## config.mk

```make
export PLATFORM = sky130hd
export DESIGN_NAME = ledfx_div
export DESIGN_NICKNAME = d
export VERILOG_FILES = /design/src/rtl/ledfx_div.sv
export SDC_FILE = /design/constraint.sdc
export NUM_CORES = 2
export LEC_CHECK = 0
export BUFFER_PORTS_ARGS = -buffer_cell sky130_fd_sc_hd__buf_2
export CAP_MARGIN = 20
export CORE_MARGIN = 2
export CORE_UTILIZATION = 58
export CTS_CLUSTER_DIAMETER = 40
export DETAILED_ROUTE_END_ITERATION = 6
export GPL_TIMING_DRIVEN = 0
export PLACE_DENSITY_LB_ADDON = 0.1
export RECOVER_POWER = 50
export SYNTH_ARGS = -nofsm -noshare
export SYNTH_HDL_FRONTEND = slang
export SYNTH_SLANG_ARGS = --single-unit
```

## constraint.sdc

```tcl
create_clock -name clk -period 3.1 [get_ports clk]
set_input_delay 0.31 -clock clk [delete_from_list [all_inputs] [get_ports clk]]
set_output_delay 0.31 -clock clk [all_outputs]
set_load 0.03 [all_outputs]
```

## src/rtl/ledfx_div.sv

```systemverilog
// Pipelined restoring divider, one quotient bit per register stage.
// Standalone; carries a valid bit and a side word alongside each item.
module ledfx_div #(
	parameter int DW = 32,
	parameter int QB = 32,
	parameter int SW = 1
) (
	input  logic          clk,
	input  logic          arst_n,
	input  logic          en,
	input  logic          in_valid,
	input  logic [DW-1:0] in_rem,
	input  logic [QB-1:0] in_bits,
	input  logic [DW-1:0] divisor,
	input  logic [SW-1:0] in_side,
	output logic          out_valid,
	output logic [QB-1:0] out_quo,
	output logic [DW-1:0] out_rem,
	output logic [SW-1:0] out_side
);

	logic          v_s    [QB];
	logic [DW-1:0] rem_s  [QB];
	logic [QB-1:0] bits_s [QB];
	logic [QB-1:0] quo_s  [QB];
	logic [SW-1:0] side_s [QB];

	for (genvar i = 0; i < QB; i++) begin : g_st
		logic          vp;
		logic [DW-1:0] rp;
		logic [QB-1:0] bp;
		logic [QB-1:0] qp;
		logic [SW-1:0] sp;
		logic [DW:0]   trial;
		logic          ge;

		if (i == 0) begin : g_first
			assign vp = in_valid;
			assign rp = in_rem;
			assign bp = in_bits;
			assign qp = '0;
			assign sp = in_side;
		end else begin : g_next
			assign vp = v_s[i-1];
			assign rp = rem_s[i-1];
			assign bp = bits_s[i-1];
			assign qp = quo_s[i-1];
			assign sp = side_s[i-1];
		end

		// The partial remainder stays below the divisor, so one subtract per bit.
		assign trial = {rp, bp[QB-1]};
		assign ge    = trial >= {1'b0, divisor};

		always_ff @(posedge clk or negedge arst_n) begin
			if (!arst_n) begin
				v_s[i] <= 1'b0;
			end else if (en) begin
				v_s[i] <= vp;
			end
		end

		always_ff @(posedge clk) begin
			if (en) begin
				rem_s[i]  <= ge ? DW'(trial - {1'b0, divisor}) : trial[DW-1:0];
				bits_s[i] <= bp << 1;
				quo_s[i]  <= (qp << 1) | QB'(ge);
				side_s[i] <= sp;
			end
		end
	end

	assign out_valid = v_s[QB-1];
	assign out_quo   = quo_s[QB-1];
	assign out_rem   = rem_s[QB-1];
	assign out_side  = side_s[QB-1];

endmodule

```

======== Word-level counts from Yosys, hierarchy flattened ========
Memories as Yosys holds them, arrays and structs flattened.
Index checks and enable logic that the tools add are counted.
Widths: inputs -> output; s select.
operators by class
  add/subtract/negate cells ............... 32
  magnitude comparators ................... 32
  muxes and demuxes ....................... 34
  bitwise logic cells ..................... 31
operator list
  operator        count
  $ge 33x32->1    32
  $mux 32         32
  $sub 32x32->32  32
  $or 32x1->32    31
  $mux 1          2
storage, ports and cells
  bits in registers ....................... 32
  RAM bits ................................ 3072
  input port bits ......................... 101
  output and inout bits ................... 66
  logic and storage cells ................. 165
  memories ................................ 4
memories
  name    depth  width  rd ports  clocked after memory_dff  wr ports  RTL line  RTL
  quo_s   32     32     32        0                         32        25        logic [QB-1:0] quo_s [QB];
  rem_s   32     32     32        0                         32        23        logic [DW-1:0] rem_s [QB];
  bits_s  32     31     31        0                         32        24        logic [QB-1:0] bits_s [QB];
  side_s  32     1      32        0                         32        26        logic [SW-1:0] side_s [QB];

======== Longest topological paths before layout ========
An unclocked memory read counts as a cell.
  depth after elaboration ................. 3
  gate-level depth with buffers ........... 15
  depth with buffers taken out ............ 13

======== Least setup slack after synthesis ========
No wires, ideal clock.
  path kind ............................... in2reg
  start point ............................. input divisor[10]
  end point ............................... memory rem_s[7][10], data pin
  data arrival time ....................... 3527 ps
  slack ................................... -687 ps
  stages on the path ...................... 13
  cells stage by stage .................... inv_1 ha_1 clkbuf_1 a21o_1 a2111oi_0 nand3_1 a31oi_1 a31oi_1 nor2_2 or2_2 buf_4 buf_6 mux2_2
RTL lines
  element          RTL line  RTL
  start, declared  14        input logic [DW-1:0] divisor,
  end, declared    23

==> metrics <==
TritonCTS clock tree=done; Post-synth top cells=edfxtp_1, nand2_1, ha_1; Via Count=about 100k; CTS root buf=clkbuf_16; critical path endpoint category=flop; synthesized flop and latch total=between 2k and 2.5k; Mapped Nets=between 10k and 15k; setup TNS=-66.43 ns; Min-Delay Endpoint=rem_s[0][0]; CP Launch Type=flop; worst hold slack=-0.0103 ns; worst path arrival time=4.09 ns; height of the die=around 470 um; Final Slew Violations=approximately 440; Final Hold Viols=1; pin count of the biggest net entering global routing=around 200; Core Area=~220000 um2; DRT antenna net count=0; Congestion Overflow GR=0; GRT Util Overall=0.319; Synth area leader=edfxtp_1; largest cells by area after synthesis=edfxtp_1, ha_1, o21ai_0; Cell variety after synth=104; Max Clk Rate=~0.3 GHz; DP Wirelength=249000 um; first-pass GRT wire length=~550000 um; reg2reg path depth=11; RR Endpoint=rem_s[7][30]; Hold Crit Start=in_bits[31]; register area share after synthesis=0.496; Relative slew margins=-0.690; status=finished, violations left; final worst slack=-0.330 ns; fraction of layout cells with a size suffix above 1=0.255; CP required=~3.8 ns; NumNets Final=between 10k and 15k; vias in the first global route=approximately 96k; Pwr per Cell Area=approximately 1300 nW/um2; design area=about 160000 um2; hold depth=4; WL/cell=approximately 24 um; VDD IR max=0.000937 V; DP Area=134000 um2; total chip power=slightly above 200 mW; RSZ-0062 raised after global routing=true; asr flop ratio synth=0.0152; area delta synth->final=27.3%; synthesized area per cell=~11 um2; fin util=0.741; Clock Skew=~0.08 ns; global placer's final weighted congestion=approximately 0.9; max-cap violations=4; Final setup viols=approximately 650; routed wire length=between 300000 and 400000 um; r2r startpoint=rem_s[6][6]; Worst-Margin Slew=2.53 ns; I/O pin count=167; Setup CP Type=reg -> reg; Max clock buf depth=4; Synth Flop Type=edfxtp_1; Ys Warns=0; top cell type's share of synthesized area=0.489; Die X=roughly 470 um; Post-Syn Instances=11.7k; EDFF count, synth=2080; Post-Syn Area=about 130000 um2; CTS Buf Count=roughly 330; worst hold path type=in -> reg; Fillers=14.7k; # clock sinks=roughly 2.1k; drt initial violations=roughly 9.6k; period utilisation layout=1.11; Initial Utilization=0.582; H-tree depth=5; full die area=224000 um2; min cycle time layout=around 3.4 ns; failing checks=design-rule violations, negative hold slack, max-capacitance violations, max-slew violations, negative setup slack; drt drc=1; clk_lat worst skew=0.95 ns; Reg clk slew, reported paths=approximately 0.05 ns; initial antenna violation count=4; Critical Path Fanout Max=5; Vias/cell=roughly 6.3; P_leak=about 64 nW; flop2flop setup slack=-0.33 ns; dpl ws=-3.39 ns; # rows=172; Pre-Repair DR Iteration Count=7; IO Port Bufs=166; cell with the most instances after synthesis=edfxtp_1
[flip-flops by register name, indices dropped and copies added (netlist names)]
name and flops:
rem_s 1024, quo_s 528, bits_s 496, side_s 32, g_st.vp 31, out_valid 1
[power breakdown]
group | leakage, nW | switching (mW) | total [mW] | internal [mW]
combinational | 38.3 | 63.7 | 118 | 54.0
sequential | 20.8 | 6.71 | 52.0 | 45.3
clock | 5.21 | 13.8 | 36.1 | 22.3
[how the worst max path moves through the flow]
| stage | from | to | depth (start not counted) |
|---|---|---|---|
| 2_1_floorplan | divisor[8] | rem_s[22][31] | 12 |
| 3_3_place_gp | en | quo_s[3][121] | 1 |
| 3_5_place_dp | divisor[1] | rem_s[6][9] | 15 |
| 4_1_cts | bits_s[1][247] | rem_s[16][28] | 12 |
| 5_1_grt | rem_s[6][6] | rem_s[7][30] | 11 |
| 6_report | rem_s[6][6] | rem_s[7][30] | 11 |
[critical path: stages (launching register included)]
cell and delay (ns):
edfxtp_1 0.44, ha_4 0.36, nand2_1 0.09, or3_4 0.42, a211o_1 0.35, a32oi_2 0.30, a41o_1 0.25, o31a_1 0.21
a41o_1 0.23, o31ai_2 0.09, xnor2_1 0.13, mux2_4 0.28
[layout make-up]
type | instances | area [um2] | share of cell area
timing repair buffer | 971 | 9630 | 0.0593
clock inverter | 222 | 2400 | 0.0148
clock buffer | 360 | 8410 | 0.0518
sequential | 2112 | 63300 | 0.390
inverter | 387 | 1640 | 0.0101
buffer | 258 | 2550 | 0.0157
antenna | 5 | 12.5 | 0.0000770
multi-input combinational | 8871 | 70900 | 0.437
tap | 2871 | 3590 | 0.0221
[per-stage QoR]
step | std cells | hold WS [ns]
after floorplan | 11699 | 0.0144
after global placement | 14736 | 0.376
after detailed placement | 14792 | 0.393
after CTS | 15685 | -0.238
after global routing | 16053 | 0.00539
final | 16057 | -0.0103
[per-layer routing]
layer	wire [um]	up-vias	GRT usage
met4	27700	4	0.189
li1	-	47035	-
met2	184000	4281	0.533
met1	147000	49018	0.394
met5	22	-	0
met3	25300	1381	0.0457
[cells by family (layout without fill, tap and decap cells)]
group | count (synthesis) | after routing | synth area share
flops | 2112 | 2112 | 0.496
other cells | 0 | 5 | 0
xor+xnor | 817 | 817 | 0.0561
mux | 326 | 326 | 0.0285
simple gates | 3029 | 3031 | 0.112
buf+inv | 722 | 2198 | 0.0227
compound gates | 3637 | 3641 | 0.179
fa+ha+maj | 1056 | 1056 | 0.105
[repair_timing]
item                                   in CTS  in global routing
hold buffers                               67                  5
pin swaps                                 239                519
cloned                                     26                 50
resized for setup                        1164               1742
buffers inserted                          252                367
setup endpoints to repair                1056               1216
endpoints found under the hold margin     233                 98
[layout by cell type (no fill, tap or decap), types with 155 or more instances in the layout]
master	n
nor2_1	581
ha_4	170
nand4_1	155
buf_4	522
ha_1	793
o21a_1	163
a21o_1	563
xor2_1	361
clkbuf_16	387
nand3_1	203
inv_1	322
buf_2	168
o21ai_0	650
nand2_1	957
xnor2_1	451
mux2_2	189
a21oi_1	772
edfxtp_1	2080
o21ai_2	212
Power figures use the tool's default switching activity.
